## src/dtg_pkg.sv

```systemverilog
// dtg_pkg: widths, register indexes, reset values and scaling constants
// for the debounced toggle tone gate; no dependencies
package dtg_pkg;

    // payload widths fixed by the item format
    localparam int CHAN_W  = 3;
    localparam int PITCH_W = 11;

    // configuration register widths
    localparam int LIMIT_W    = 10;
    localparam int MASK_W     = 6;
    localparam int CUT_W      = 11;
    localparam int CFG_IDX_W  = 2;
    localparam int CFG_DATA_W = 11;

    // configuration register indexes
    localparam logic [CFG_IDX_W-1:0] REG_DEBOUNCE_LIMIT = 2'd0;
    localparam logic [CFG_IDX_W-1:0] REG_TOGGLE_MASK    = 2'd1;
    localparam logic [CFG_IDX_W-1:0] REG_LOW_CUT        = 2'd2;

    // configuration reset values
    localparam logic [LIMIT_W-1:0] LIMIT_RESET = 10'd500;
    localparam logic [MASK_W-1:0]  MASK_RESET  = 6'd0;
    localparam logic [CUT_W-1:0]   CUT_RESET   = 11'd10;

    // pitch = sample * 1000 / 512, saturated to the pitch field
    localparam int SCALE_MUL   = 1000;
    localparam int SCALE_SHIFT = 9;
    localparam int SCALE_MUL_W = 10;
    localparam logic [PITCH_W-1:0] PITCH_MAX = 11'd2047;

    // per-channel debounce and hold state
    typedef struct packed {
        logic [LIMIT_W-1:0] cnt;
        logic               released;
        logic               prev_pressed;
        logic               hold;
    } t_chan_state;

endpackage

```

## src/dtg_in_if.sv

```systemverilog
// dtg_in_if: scan request channel (valid/ready plus one channel scan)
// depends on dtg_pkg for the channel field width
interface dtg_in_if #(
    parameter int SAMPLE_BITS = 10
);
    import dtg_pkg::*;

    logic                   valid;
    logic                   ready;
    logic [CHAN_W-1:0]      chan;
    logic                   pin_level;
    logic [SAMPLE_BITS-1:0] knob_sample;

    modport source (output valid, output chan, output pin_level, output knob_sample,
                    input ready);
    modport sink   (input valid, input chan, input pin_level, input knob_sample,
                    output ready);
endinterface

```

## src/dtg_out_if.sv

```systemverilog
// dtg_out_if: gated pitch request channel (valid/ready plus result fields)
// depends on dtg_pkg for the field widths
interface dtg_out_if;
    import dtg_pkg::*;

    logic               valid;
    logic               ready;
    logic [CHAN_W-1:0]  out_chan;
    logic [PITCH_W-1:0] pitch;
    logic               held;

    modport source (output valid, output out_chan, output pitch, output held,
                    input ready);
    modport sink   (input valid, input out_chan, input pitch, input held,
                    output ready);
endinterface

```

## src/debounced_toggle_tone_gate_core.sv

```systemverilog
// debounced_toggle_tone_gate_core: scan register, pitch scaling, per-channel
// debounce/toggle state and result register; depends on dtg_pkg, dtg_in_if, dtg_out_if
//
//   channel  | dir | contents
//   ---------+-----+------------------------------------------------
//   i_in     | in  | chan, pin_level, knob_sample (valid/ready)
//   o_out    | out | out_chan, pitch, held (valid/ready)
//   i_cfg_*  | in  | write enable, register index, write data
//
// one request per cycle sustained while o_out is not stalled; a request reaches
// o_out.valid through the scan register, then the result register
// the state update (toggle-mode channels only) and the result are produced in the same cycle, so
// back-to-back scans of one channel see each other's state
// a stalled o_out holds both stages; i_in.ready drops only when both are full
// synchronous active-low reset restores valid flags, configuration registers and per-channel state
module debounced_toggle_tone_gate_core #(
    parameter int NUM_CHANNELS = 6,
    parameter int SAMPLE_BITS  = 10
) (
    input  logic                             i_clk,
    input  logic                             i_rst_n,
    dtg_in_if.sink                           i_in,
    dtg_out_if.source                        o_out,
    input  logic                             i_cfg_we,
    input  logic [dtg_pkg::CFG_IDX_W-1:0]    i_cfg_idx,
    input  logic [dtg_pkg::CFG_DATA_W-1:0]   i_cfg_data
);
    import dtg_pkg::*;

    localparam int PROD_W = SAMPLE_BITS + SCALE_MUL_W;

    // configuration registers
    logic [LIMIT_W-1:0] r_limit;
    logic [MASK_W-1:0]  r_mask;
    logic [CUT_W-1:0]   r_cut;

    // scan register
    logic                   r_s1_valid;
    logic [CHAN_W-1:0]      r_s1_chan;
    logic                   r_s1_pin;
    logic [SAMPLE_BITS-1:0] r_s1_knob;

    // result register
    logic               r_out_valid;
    logic [CHAN_W-1:0]  r_out_chan;
    logic [PITCH_W-1:0] r_out_pitch;
    logic               r_out_held;

    // per-channel state
    t_chan_state r_state [NUM_CHANNELS];
    t_chan_state n_state;

    logic               w_advance;
    logic               w_in_range;
    logic               w_toggle;
    t_chan_state        w_cur;
    logic [PROD_W-1:0]  w_prod;
    logic [31:0]        w_scaled;
    logic [PITCH_W-1:0] w_pitch_sat;
    logic [PITCH_W-1:0] w_pitch_cut;
    logic [LIMIT_W-1:0] w_cnt;
    logic               w_pressed;
    logic [PITCH_W-1:0] n_pitch;
    logic               n_held;

    // handshake: the result register frees up when empty or taken
    assign w_advance  = !r_out_valid || o_out.ready;
    assign i_in.ready = !r_s1_valid || w_advance;

    // configuration writes
    always_ff @(posedge i_clk) begin
        if (!i_rst_n) begin
            r_limit <= LIMIT_RESET;
            r_mask  <= MASK_RESET;
            r_cut   <= CUT_RESET;
        end else if (i_cfg_we) begin
            unique case (i_cfg_idx)
                REG_DEBOUNCE_LIMIT: r_limit <= i_cfg_data[LIMIT_W-1:0];
                REG_TOGGLE_MASK:    r_mask  <= i_cfg_data[MASK_W-1:0];
                REG_LOW_CUT:        r_cut   <= i_cfg_data[CUT_W-1:0];
                default: ;
            endcase
        end
    end

    // scan register
    always_ff @(posedge i_clk) begin
        if (!i_rst_n) begin
            r_s1_valid <= 1'b0;
        end else if (i_in.ready) begin
            r_s1_valid <= i_in.valid;
        end
    end

    always_ff @(posedge i_clk) begin
        if (i_in.ready && i_in.valid) begin
            r_s1_chan <= i_in.chan;
            r_s1_pin  <= i_in.pin_level;
            r_s1_knob <= i_in.knob_sample;
        end
    end

    // channel select and state read
    always_comb begin
        w_in_range = int'(r_s1_chan) < NUM_CHANNELS;
        w_toggle   = 1'b0;
        for (int m = 0; m < MASK_W; m++) begin
            if (int'(r_s1_chan) == m && m < NUM_CHANNELS) begin
                w_toggle = r_mask[m];
            end
        end
        w_cur = '{cnt: '0, released: 1'b1, prev_pressed: 1'b1, hold: 1'b0};
        for (int c = 0; c < NUM_CHANNELS; c++) begin
            if (int'(r_s1_chan) == c) begin
                w_cur = r_state[c];
            end
        end
    end

    // pitch scaling, saturation and low cut
    always_comb begin
        w_prod   = PROD_W'(r_s1_knob) * PROD_W'(SCALE_MUL);
        w_scaled = 32'(w_prod >> SCALE_SHIFT);
        if (w_scaled > 32'(PITCH_MAX)) begin
            w_pitch_sat = PITCH_MAX;
        end else begin
            w_pitch_sat = w_scaled[PITCH_W-1:0];
        end
        w_pitch_cut = (w_pitch_sat < r_cut) ? '0 : w_pitch_sat;
    end

    // integrator debounce and hold toggle
    always_comb begin
        w_cnt   = w_cur.cnt;
        n_state = w_cur;
        if (!r_s1_pin) begin
            if (w_cnt != '0) begin
                w_cnt = w_cnt - 1'b1;
            end
        end else if (w_cnt < r_limit) begin
            w_cnt = w_cnt + 1'b1;
        end
        if (w_cnt == '0) begin
            n_state.released = 1'b0;
        end else if (w_cnt >= r_limit) begin
            w_cnt            = r_limit;
            n_state.released = 1'b1;
        end
        n_state.cnt          = w_cnt;
        w_pressed            = !n_state.released;
        n_state.hold         = w_cur.hold ^ (w_pressed && !w_cur.prev_pressed);
        n_state.prev_pressed = w_pressed;
    end

    // gate and held flag
    always_comb begin
        n_pitch = '0;
        n_held  = 1'b0;
        if (w_in_range) begin
            if (w_toggle) begin
                n_pitch = n_state.hold ? w_pitch_cut : '0;
                n_held  = n_state.hold;
            end else begin
                n_pitch = r_s1_pin ? '0 : w_pitch_cut;
                n_held  = w_cur.hold;
            end
        end
    end

    // per-channel state update
    always_ff @(posedge i_clk) begin
        if (!i_rst_n) begin
            for (int c = 0; c < NUM_CHANNELS; c++) begin
                r_state[c] <= '{cnt: '0, released: 1'b1, prev_pressed: 1'b1, hold: 1'b0};
            end
        end else if (r_s1_valid && w_advance && w_in_range && w_toggle) begin
            for (int c = 0; c < NUM_CHANNELS; c++) begin
                if (int'(r_s1_chan) == c) begin
                    r_state[c] <= n_state;
                end
            end
        end
    end

    // result register
    always_ff @(posedge i_clk) begin
        if (!i_rst_n) begin
            r_out_valid <= 1'b0;
        end else if (w_advance) begin
            r_out_valid <= r_s1_valid;
        end
    end

    always_ff @(posedge i_clk) begin
        if (w_advance && r_s1_valid) begin
            r_out_chan  <= r_s1_chan;
            r_out_pitch <= n_pitch;
            r_out_held  <= n_held;
        end
    end

    assign o_out.valid    = r_out_valid;
    assign o_out.out_chan = r_out_chan;
    assign o_out.pitch    = r_out_pitch;
    assign o_out.held     = r_out_held;

endmodule

```

## src/flat_wrapper.sv

```systemverilog
// flat-port wrapper written by rule: the top's interface ports become plain ports
module debounced_toggle_tone_gate_core_flat import dtg_pkg::*;
#(
    parameter int NUM_CHANNELS = 6,
    parameter int SAMPLE_BITS  = 10
)
  (i_clk, i_rst_n, i_cfg_we, i_cfg_idx, i_cfg_data, i_in_valid, i_in_chan, i_in_pin_level, i_in_knob_sample, i_in_ready, o_out_valid, o_out_out_chan, o_out_pitch, o_out_held, o_out_ready);
  dtg_in_if #(.SAMPLE_BITS(SAMPLE_BITS)) i_in_i ();
  dtg_out_if o_out_i ();
  input  logic i_clk;
  input  logic i_rst_n;
  input  logic i_cfg_we;
  input  logic [dtg_pkg::CFG_IDX_W-1:0] i_cfg_idx;
  input  logic [dtg_pkg::CFG_DATA_W-1:0] i_cfg_data;
  input wire logic [$bits(i_in_i.valid)-1:0] i_in_valid;
  input wire logic [$bits(i_in_i.chan)-1:0] i_in_chan;
  input wire logic [$bits(i_in_i.pin_level)-1:0] i_in_pin_level;
  input wire logic [$bits(i_in_i.knob_sample)-1:0] i_in_knob_sample;
  output wire logic [$bits(i_in_i.ready)-1:0] i_in_ready;
  output wire logic [$bits(o_out_i.valid)-1:0] o_out_valid;
  output wire logic [$bits(o_out_i.out_chan)-1:0] o_out_out_chan;
  output wire logic [$bits(o_out_i.pitch)-1:0] o_out_pitch;
  output wire logic [$bits(o_out_i.held)-1:0] o_out_held;
  input wire logic [$bits(o_out_i.ready)-1:0] o_out_ready;
  assign i_in_i.valid = i_in_valid;
  assign i_in_i.chan = i_in_chan;
  assign i_in_i.pin_level = i_in_pin_level;
  assign i_in_i.knob_sample = i_in_knob_sample;
  assign i_in_ready = i_in_i.ready;
  assign o_out_valid = o_out_i.valid;
  assign o_out_out_chan = o_out_i.out_chan;
  assign o_out_pitch = o_out_i.pitch;
  assign o_out_held = o_out_i.held;
  assign o_out_i.ready = o_out_ready;
  debounced_toggle_tone_gate_core #(.NUM_CHANNELS(NUM_CHANNELS), .SAMPLE_BITS(SAMPLE_BITS)) u_core (.i_clk(i_clk), .i_rst_n(i_rst_n), .i_in(i_in_i), .o_out(o_out_i), .i_cfg_we(i_cfg_we), .i_cfg_idx(i_cfg_idx), .i_cfg_data(i_cfg_data));
endmodule
```

## config.mk

```make
export PLATFORM = sky130hd
export DESIGN_NAME = debounced_toggle_tone_gate_core_flat
export DESIGN_NICKNAME = d
export VERILOG_FILES = /design/src/dtg_pkg.sv /design/src/dtg_in_if.sv /design/src/dtg_out_if.sv /design/src/debounced_toggle_tone_gate_core.sv /design/src/flat_wrapper.sv
export SDC_FILE = /design/constraint.sdc
export NUM_CORES = 1
export LEC_CHECK = 0
export BUFFER_PORTS_ARGS = -buffer_cell sky130_fd_sc_hd__buf_2
export CORE_UTILIZATION = 40
export CTS_BUF_LIST = sky130_fd_sc_hd__clkbuf_8
export DETAILED_ROUTE_END_ITERATION = 8
export PLACE_DENSITY = 0.64
export SYNTH_ARGS = -nofsm -noshare
export SYNTH_HDL_FRONTEND = slang
export SYNTH_SLANG_ARGS = --single-unit
```

## constraint.sdc

```tcl
create_clock -name i_clk -period 7.8 [get_ports i_clk]
set_clock_uncertainty 0.15 [all_clocks]
set_input_delay 0 -clock i_clk [delete_from_list [all_inputs] [get_ports i_clk]]
set_output_delay 0 -clock i_clk [all_outputs]
set_load 0.005 [all_outputs]
```

Word-level counts from Yosys, hierarchy flattened
Memories as Yosys holds them, arrays and structs flattened. Cells that the tools add are included.

Bits in registers: 58. RAM bits: 78. Bits of input ports: 32. Memories: 1.

$add $sub $neg: 2. Multipliers: 1. Magnitude comparators: 5. Equal/unequal tests: 7. Multiplexer cells: 56. Bitwise operators: 7. Reduce and logical (&&, ||, !) cells: 18.

Memories: u_core.r_state (words 6, bits a word 13, read ports 6, clocked after Yosys merged registers in 0, wr ports 6, line debounced_toggle_tone_gate_core.sv:50) `t_chan_state r_state [NUM_CHANNELS];`.

Operators with widths (number): 13-bit two-way mux (12); 11-bit two-way mux (5); 10-bit two-way mux (5); 1-bit two-way mux (34); 10-bit by 7-bit multiplier with 17-bit output, second input constant (1); 3-bit == test, second input constant (4); 11-bit > comparator, second input constant (1); 11-bit < comparator (1); 10-bit by 1-bit adder with 10-bit output, second input constant (1); 10-bit greater-or-equal comparator (1); 10-bit zero test (1); 10-bit < comparator (1); 10-bit nonzero test (1); 10-bit by 1-bit subtractor with 10-bit output, second input constant (1); 1-bit OR (6); 2-bit AND reduction (3); 1-bit logical AND (5); 1-bit zero test (4); 3-bit by 2-bit == test with 1-bit output, second input constant (1); 3-bit zero test (1); 3-bit < comparator, second input constant (1); 2-bit by 1-bit == test with 1-bit output, second input constant (1); 2-bit == test, second input constant (1); 2-bit zero test (1); 2 further kinds (3).

Longest topological paths before layout
Gate-level depths: netlist (run 1).

Word-level depth: 18. Depth in mapped cells: 28. Gate-level depth less buffers: 26.

Worst setup path before layout (run 1)
OpenSTA, ideal clock, no wires.

Kind: register to register. Start: reg u_core.r_s1_chan[0]. End: mem u_core.r_state[0][13] (netlist name), data pin. Arrival time: 5.788 ns. Required time: 7.372 ns. Setup slack: 1.584 ns. Stages on the path, launching flop included: 27. Path buffers: 3. Period minus slack after synthesis: 6.216 ns. Path through: edfxtp_1 buf_4 buf_6 mux2_1 a21oi_1 inv_1 ha_1 a211oi_1 o21ai_0 o2111a_1 nor2_1 o21ai_0 mux2_2 xnor2_1 ha_1 nand2b_1 a21o_1 a21o_1 a21o_1 a21o_1 a2111oi_0 o41ai_1 nor2_1 a21oi_1 clkbuf_1 nor3_1 nor3b_1.

RTL lines: start, declared (line debounced_toggle_tone_gate_core.sv:39) `logic [CHAN_W-1:0] r_s1_chan;`; start signal, assigned (line debounced_toggle_tone_gate_core.sv:97) `r_s1_chan <= i_in.chan;`; end, declared (line debounced_toggle_tone_gate_core.sv:50).

==> results of run 1 <==
-- layer usage --
| metal | global-route usage, % | up-vias | share of wire [%] | routed length [µm] |
|---|---|---|---|---|
| li1 | - | 3086 | - | - |
| met1 | 25.6 | 3115 | 43 | 9350 |
| met2 | 35.1 | 204 | 50 | 10700 |
| met3 | 3.75 | 37 | 5.2 | 1110 |
| met4 | 6.16 | 0 | 1.7 | 367 |
| met5 | 0 | - | 0 | 0 |
-- worst min path at each step --
| stage | startpoint | end | slack (ps) | cells past startpoint |
|---|---|---|---|---|
| 5_1_grt | i_in_knob_sample[4] | u_core.r_s1_knob[4] | 90 | 2 |
| 3_3_place_gp | i_in_knob_sample[7] | u_core.r_s1_knob[7] | 30 | 1 |
| 2_1_floorplan | i_in_chan[0] | u_core.r_s1_chan[0] | -50 | 0 |
| 4_1_cts | i_in_knob_sample[6] | u_core.r_s1_knob[6] | 70 | 2 |
| 3_5_place_dp | i_in_knob_sample[4] | u_core.r_s1_knob[4] | 30 | 1 |
| 6_report | i_in_knob_sample[9] | u_core.r_s1_knob[9] | 100 | 2 |
-- worst reg2reg max path, cell delays in order (launching register included) --
cell and delay (ps):
edfxtp_1 630, nand2b_1 350, o22ai_1 150, a21oi_1 500, inv_1 150, ha_1 340, a211oi_1 240, o21ai_0 120
o2111a_1 180, nor2_1 360, o21ai_0 230, mux2_2 320, xnor2_1 220, ha_1 270, nand2b_1 140, a21o_1 170
a21o_1 170, a21o_1 170, a21o_1 180, a2111oi_0 370, o41ai_1 150, buf_4 180, nor2_1 300, a21oi_1 240
nor3_2 430, nor3b_1 90
-- sequential cells by signal, summed over array words and instances, names as in the netlist --
name,count
u_core.r_state,78
u_core.o_out.pitch,11
u_core.r_cut,11
u_core.r_limit,10
u_core.r_s1_knob,10
u_core.r_mask,6
u_core.o_out.out_chan,3
u_core.r_s1_chan,3
u_core.o_out.held,1
u_core.o_out.valid,1
u_core.r_s1_pin,1
u_core.r_s1_valid,1
-- report_power, final --
| part | internal [W] | switching, W |
|---|---|---|
| Combinational | 0.000440 | 0.000567 |
| Clock | 0.000277 | 0.000293 |
| Sequential | 0.000828 | 0.0000197 |
| Total | 0.00155 | 0.000880 |
-- cells in the final DEF, fill, tap and decap left out, types with 5 or more instances in the layout --
cell,instances
edfxtp_1,107
nor2_1,84
inv_1,78
ha_1,71
nand2_1,55
dlygate4sd3_1,50
buf_2,48
mux2i_1,45
dfxtp_1,29
fa_1,28
a21oi_1,25
buf_4,21
clkbuf_8,20
nor2b_1,18
nand3_1,16
xnor2_1,14
a21boi_0,13
o2111a_1,12
o211ai_1,10
mux2_2,10
o21ai_0,9
o21ai_1,9
a21o_1,8
xor2_1,7
or2_2,7
nor3b_1,7
nand2b_1,6
and2_1,6
o22ai_1,6
o21a_1,6
and3_1,6
inv_2,5
a22oi_1,5
or3_1,5
-- kinds of logic (layout without fill, tap and decap cells) --
kind of cell	Yosys count	after routing	share of synthesized area (%)
mux	62	62	7.96
compound gates	132	132	11.1
xor+xnor	21	21	2.11
simple gates	241	241	13.5
buf+inv	112	231	5.24
fa+ha+maj	99	99	16.6
flops	136	136	43.5
-- through the flow --
step,util [%],total power (W),std cells
final,48.1,0.00243,1197
after detailed placement,43.6,0.00186,1107
after CTS,47.8,0.00244,1189
after global routing,48.1,0.00260,1197
after floorplan,-,0.00159,803
after global placement,43.6,0.00184,1107
-- timing repair --
item                                    in CTS  in global routing
buffers inserted                             0                  8
endpoints found under the setup margin       0                 17
hold buffers                                50                  0
hold endpoints to repair                    43                  0
gates resized for setup                      0                  2
-- layout make-up --
type,count,area [µm²],share of cell area (%)
inverters,80,300,2.94
clock buffers,20,275,2.70
well taps,275,344,3.37
flip-flops and latches,136,3790,37.2
multi-input cells,555,4490,44.0
clock inverters,12,98.8,0.969
repair buffers,119,898,8.81
==> qor.csv, run 1 <==
stage,metric,value,unit
setup_path,Startpoint Class,register,
timing,fin crit share,90.8,%
timing,setup slack after layout,720,ps
layout,final net count,1040,
clocking,CTS tree,built,
timing,RSZ-0062 raised after global routing,no,
synthesis,top-area cell type share of the netlist area,36.8,%
setup_path,"Max stage delay cell, worst path",edfxtp_1,
detailed_routing,Avg Vias per Cell,5.38,
setup_path,"delay-heaviest family, CP",compound AO/OA/AOI/OAI gates,
synthesis,Post-synth top cells,"edfxtp_1 (107), nor2_1 (84), inv_1 (75), ha_1 (71), nand2_1 (55)",
clocking,"CTS clk-pin slew, worst paths",80,ps
setup_path,critical path startpoint,u_core.r_s1_chan[1],
clocking,clock latency on the worst-skew pair,450,ps
setup_path,"reg-to-reg slack, setup",720,ps
clocking,clk buf depth,2,
timing,Final Hold Viols,0,
global_route,initial antenna violation count,0,
timing,Slew HR,28.7,%
power_and_ir_drop,Max IR drop VDD,0.000204,V
setup_path,worst r2r src,u_core.r_s1_chan[1],
global_route,vias in the first global route,6322,
timing,fin crit period,7080,ps
layout,P&R area growth vs syn,16.9,%
setup_path,R2R Path End,u_core.r_state[0][13],
synthesis,ys flop type,edfxtp_1,
floorplanning,Initial Util,41.1,%
synthesis,"flops & latches, synth",136,
detailed_routing,initial drt markers,590,
setup_path,critical path depth,25,
setup_path,most used cell along the critical path,a21o_1,
timing,fin. max-slew vios,0,
timing,fmax,141,MHz
setup_path,critical path endpoint category,register,
placed_design,RePlAce Congestion,0.984,
timing,worst slew pin tran,1060,ps
detailed_routing,final wirelength,21.5,mm
synthesis,"count leader, synth",edfxtp_1,
floorplanning,Core Region,0.0212,mm²
floorplanning,Cell Rows,53,
detailed_routing,Remaining DRCs,0,
clocking,Clock Sinks,136,
clocking,CTS Root Cell,clkbuf_8,
setup_path,Worst path max stage delay,630,ps
power_and_ir_drop,Leak,4.23,nW
timing,setup violators final,0,
power_and_ir_drop,total power per unit cell area,238,mW/mm²
synthesis,area of the mapped netlist,0.00872,mm²
global_route,GR Overflow Total,0,
min_path,Worst Hold Class,primary input to register,
floorplanning,die height,150,µm
synthesis,Syn Nets,934,
detailed_routing,ANT nets after route,0,
synthesis,top post-synthesis cells by area,"edfxtp_1 (37%), ha_1 (10%), dfxtp_1 (6.7%)",
placed_design,DP Area,0.00926,mm²
layout,cell area after layout,0.0102,mm²
setup_path,Worst Setup EP,u_core.r_state[0][13],
synthesis,Avg Synthesized Cell Area,10.9,µm²
placed_design,IO buf count,48,
floorplanning,die width,150,µm
setup_path,Bufs and invs on worst path,2,
clocking,TritonCTS Buffers,17,
timing,Hold Worst Slack,102,ps
detailed_routing,first drt pass iteration count,5,
synthesis,synth warn,0,
floorplanning,Ports,49,
setup_path,FF-to-FF path depth,25,
global_route,first-pass GRT wire length,34.1,mm
placed_design,DP HPWL,15.5,mm
synthesis,Cells after Synth,803,
synthesis,number of synthesized flops with an enable pin,107,
setup_path,Critical Path Fanout Max,11,
layout,Fill cells,2010,
detailed_routing,vias,6442,
synthesis,async set-reset flop share out of synthesis,0,%
synthesis,Unique masters post-synth,72,
clocking,Max H-tree Level,4,
setup_path,WS Path Type,register to register,
synthesis,register area share after synthesis,43.5,%
setup_path,WP data arrival,7100,ps
floorplanning,full die area,0.0224,mm²
global_route,largest net degree at the start of global routing,42,
run_status,status,completed,
layout,layout cells sized above 1,15.1,%
detailed_routing,drt wl/cell,18.0,µm
synthesis,cell type with the highest aggregate area in the netlist,edfxtp_1,
placed_design,Place WS,449,ps
setup_path,CP required,7820,ps
run,# Max-Cap Violations,0,
global_route,Tot GR Track Use,20.3,%
layout,n_diodes,0,
timing,final setup TNS,0,ps
No activity file was read; power rests on OpenSTA's default activity.
==> run 2: changes to the inputs <==
CORE_UTILIZATION = 45   (was 40)
PLACE_DENSITY = 0.7   (was 0.64)
SLEW_MARGIN = 10   (was default)
==> qor.csv, run 2 (synthesized netlist as in run 1, its figures left out) <==
stage,metric,value,unit
run_status,status,completed,
timing,Slew HR,34.6,%
detailed_routing,final wirelength,21.7,mm
power_and_ir_drop,Max IR drop VDD,0.000240,V
power_and_ir_drop,total power per unit cell area,243,mW/mm²
layout,P&R area growth vs syn,16.6,%
clocking,TritonCTS Buffers,17,
setup_path,FF-to-FF path depth,26,
timing,fin crit period,7290,ps
detailed_routing,drt wl/cell,18.4,µm
floorplanning,full die area,0.0199,mm²
layout,post-layout util,54.0,%
setup_path,R2R Path End,u_core.r_state[0][52],
global_route,largest net degree at the start of global routing,42,
setup_path,worst r2r src,u_core.r_s1_chan[1],
floorplanning,Cell Rows,50,
placed_design,IO buf count,48,
timing,worst slew pin tran,981,ps
detailed_routing,vias,6403,
clocking,CTS Root Cell,clkbuf_8,
clocking,CTS tree,built,
min_path,worst hold start,i_in_knob_sample[6],
placed_design,Place WS,434,ps
timing,Final Hold Viols,0,
clocking,cts repair resizes,0,
timing,fin crit share,93.4,%
timing,RSZ-0062 raised after global routing,no,
layout,layout cells sized above 1,15.0,%
power_and_ir_drop,Leak,4.21,nW
floorplanning,die width,141,µm
timing,setup violators final,0,
floorplanning,Core Region,0.0188,mm²
setup_path,"Max stage delay cell, worst path",edfxtp_1,
floorplanning,Ports,49,
setup_path,Worst path max stage delay,760,ps
placed_design,DP HPWL,15.5,mm
timing,final setup TNS,0,ps
min_path,Hold Path Sink,u_core.r_s1_knob[6],
detailed_routing,Remaining DRCs,0,
floorplanning,Initial Util,46.3,%
layout,"commonest non-fill, non-tap cell in the layout",edfxtp_1,
layout,final net count,1033,
clocking,clock latency on the worst-skew pair,450,ps
global_route,Tot GR Track Use,22.9,%
setup_path,Startpoint Class,register,
clocking,"CTS clk-pin slew, worst paths",80,ps
layout,"commonest cells after routing, fill and taps aside","edfxtp_1 (107), nor2_1 (84), inv_1 (77)",
clocking,clk buf depth,2,
clocking,Clock Sinks,136,
detailed_routing,ANT nets after route,0,
run,# Max-Cap Violations,0,
global_route,initial antenna violation count,0,
floorplanning,die height,141,µm
setup_path,Critical Path Fanout Max,21,
global_route,vias in the first global route,6315,
detailed_routing,first drt pass iteration count,6,
power_and_ir_drop,Pwr Total,0.00247,W
setup_path,CP required,7820,ps
min_path,WHS Path Cells,2,
setup_path,WP data arrival,7310,ps
global_route,first-pass GRT wire length,34.2,mm
setup_path,most used cell along the critical path,a21o_1,
placed_design,RePlAce Congestion,0.933,
timing,fin. max-slew vios,0,
timing,fmax,137,MHz
min_path,Worst Hold Class,primary input to register,
layout,register with the most flip-flops,u_core.r_state,
clocking,Max H-tree Level,4,
detailed_routing,initial drt markers,558,
layout,max FFs per register,78,
layout,n_diodes,0,
global_route,GR Overflow Total,0,
detailed_routing,Avg Vias per Cell,5.45,
timing,setup slack after layout,512,ps
setup_path,WS Path Type,register to register,
setup_path,critical path endpoint category,register,
setup_path,"reg-to-reg slack, setup",510,ps
-- run 2: changes by cell type in the layout (fill, tap and decap cells not counted), sizes merged --
cell | before | now
inv | 89 | 87
clkinv | 2 | 5
buf | 69 | 65
dlygate4sd3 | 50 | 47
clkbuf | 20 | 17
bufinv | 1 | 3
-- run 2: cell type report --
class,count,area [µm²]
Clock inverter,15,176
Timing Repair Buffer,112,851
Tap cell,260,325
Multi-Input combinational cell,555,4490
Fill cell,1638,8660
Sequential cell,136,3790
Inverter,80,300
Clock buffer,17,234
-- run 2: worst max-delay path, delay by kind of cell (launching register included) --
kind | cells | cell delay (ps)
mux | 1 | 320
simple gates | 6 | 1810
buf+inv | 3 | 540
xor+xnor | 1 | 230
fa+ha+maj | 2 | 600
compound gates | 13 | 2600
flops | 1 | 760
-- run 2: how the worst max path moves through the flow --
stage / from / end / slack [ps] / cells after the start
floorplan: u_core.r_s1_chan[0] / u_core.r_state[0][13] / 1580 / 26
global placement: u_core.r_s1_chan[0] / u_core.r_state[0][13] / 670 / 25
detailed placement: u_core.r_s1_chan[0] / u_core.r_state[0][0] / 430 / 26
CTS: u_core.r_s1_chan[0] / u_core.r_state[0][0] / 410 / 27
global route: u_core.r_s1_chan[1] / u_core.r_state[0][13] / 5 / 26
finish: u_core.r_s1_chan[1] / u_core.r_state[0][52] / 510 / 26
-- run 2: power breakdown --
group          internal [W]  total [W]  switching [W]
Clock              0.000318   0.000610       0.000292
Sequential         0.000828   0.000850      0.0000215
Combinational      0.000439    0.00101       0.000570
Total               0.00159    0.00247       0.000883
-- run 2: per-stage QoR --
step / hold slack [ps] / std cells / cell area [µm²]
after detailed placement: 28.6 / 1090 / 9230
after floorplan: -51.1 / 803 / 8720
after CTS: 80.6 / 1169 / 10100
after global routing: 101 / 1175 / 10200
after global placement: 26.7 / 1090 / 9230
final: 108 / 1175 / 10200
-- run 2: layer usage --
layer  vias up  track usage [%]  wire length, µm  part of all wire [%]
met3        44             3.87             1200                   5.6
met1      3089             30.1             9430                    44
met5         -                0                0                     0
met2       208             38.0            10400                    48
li1       3062                -                -                     -
met4         0             8.30              581                   2.7
-- run 2: repair_timing --
action,in CTS,in global routing
setup endpoints to repair,0,6
endpoints found under the hold margin,43,0
buffers inserted,0,6
hold buffers,47,0
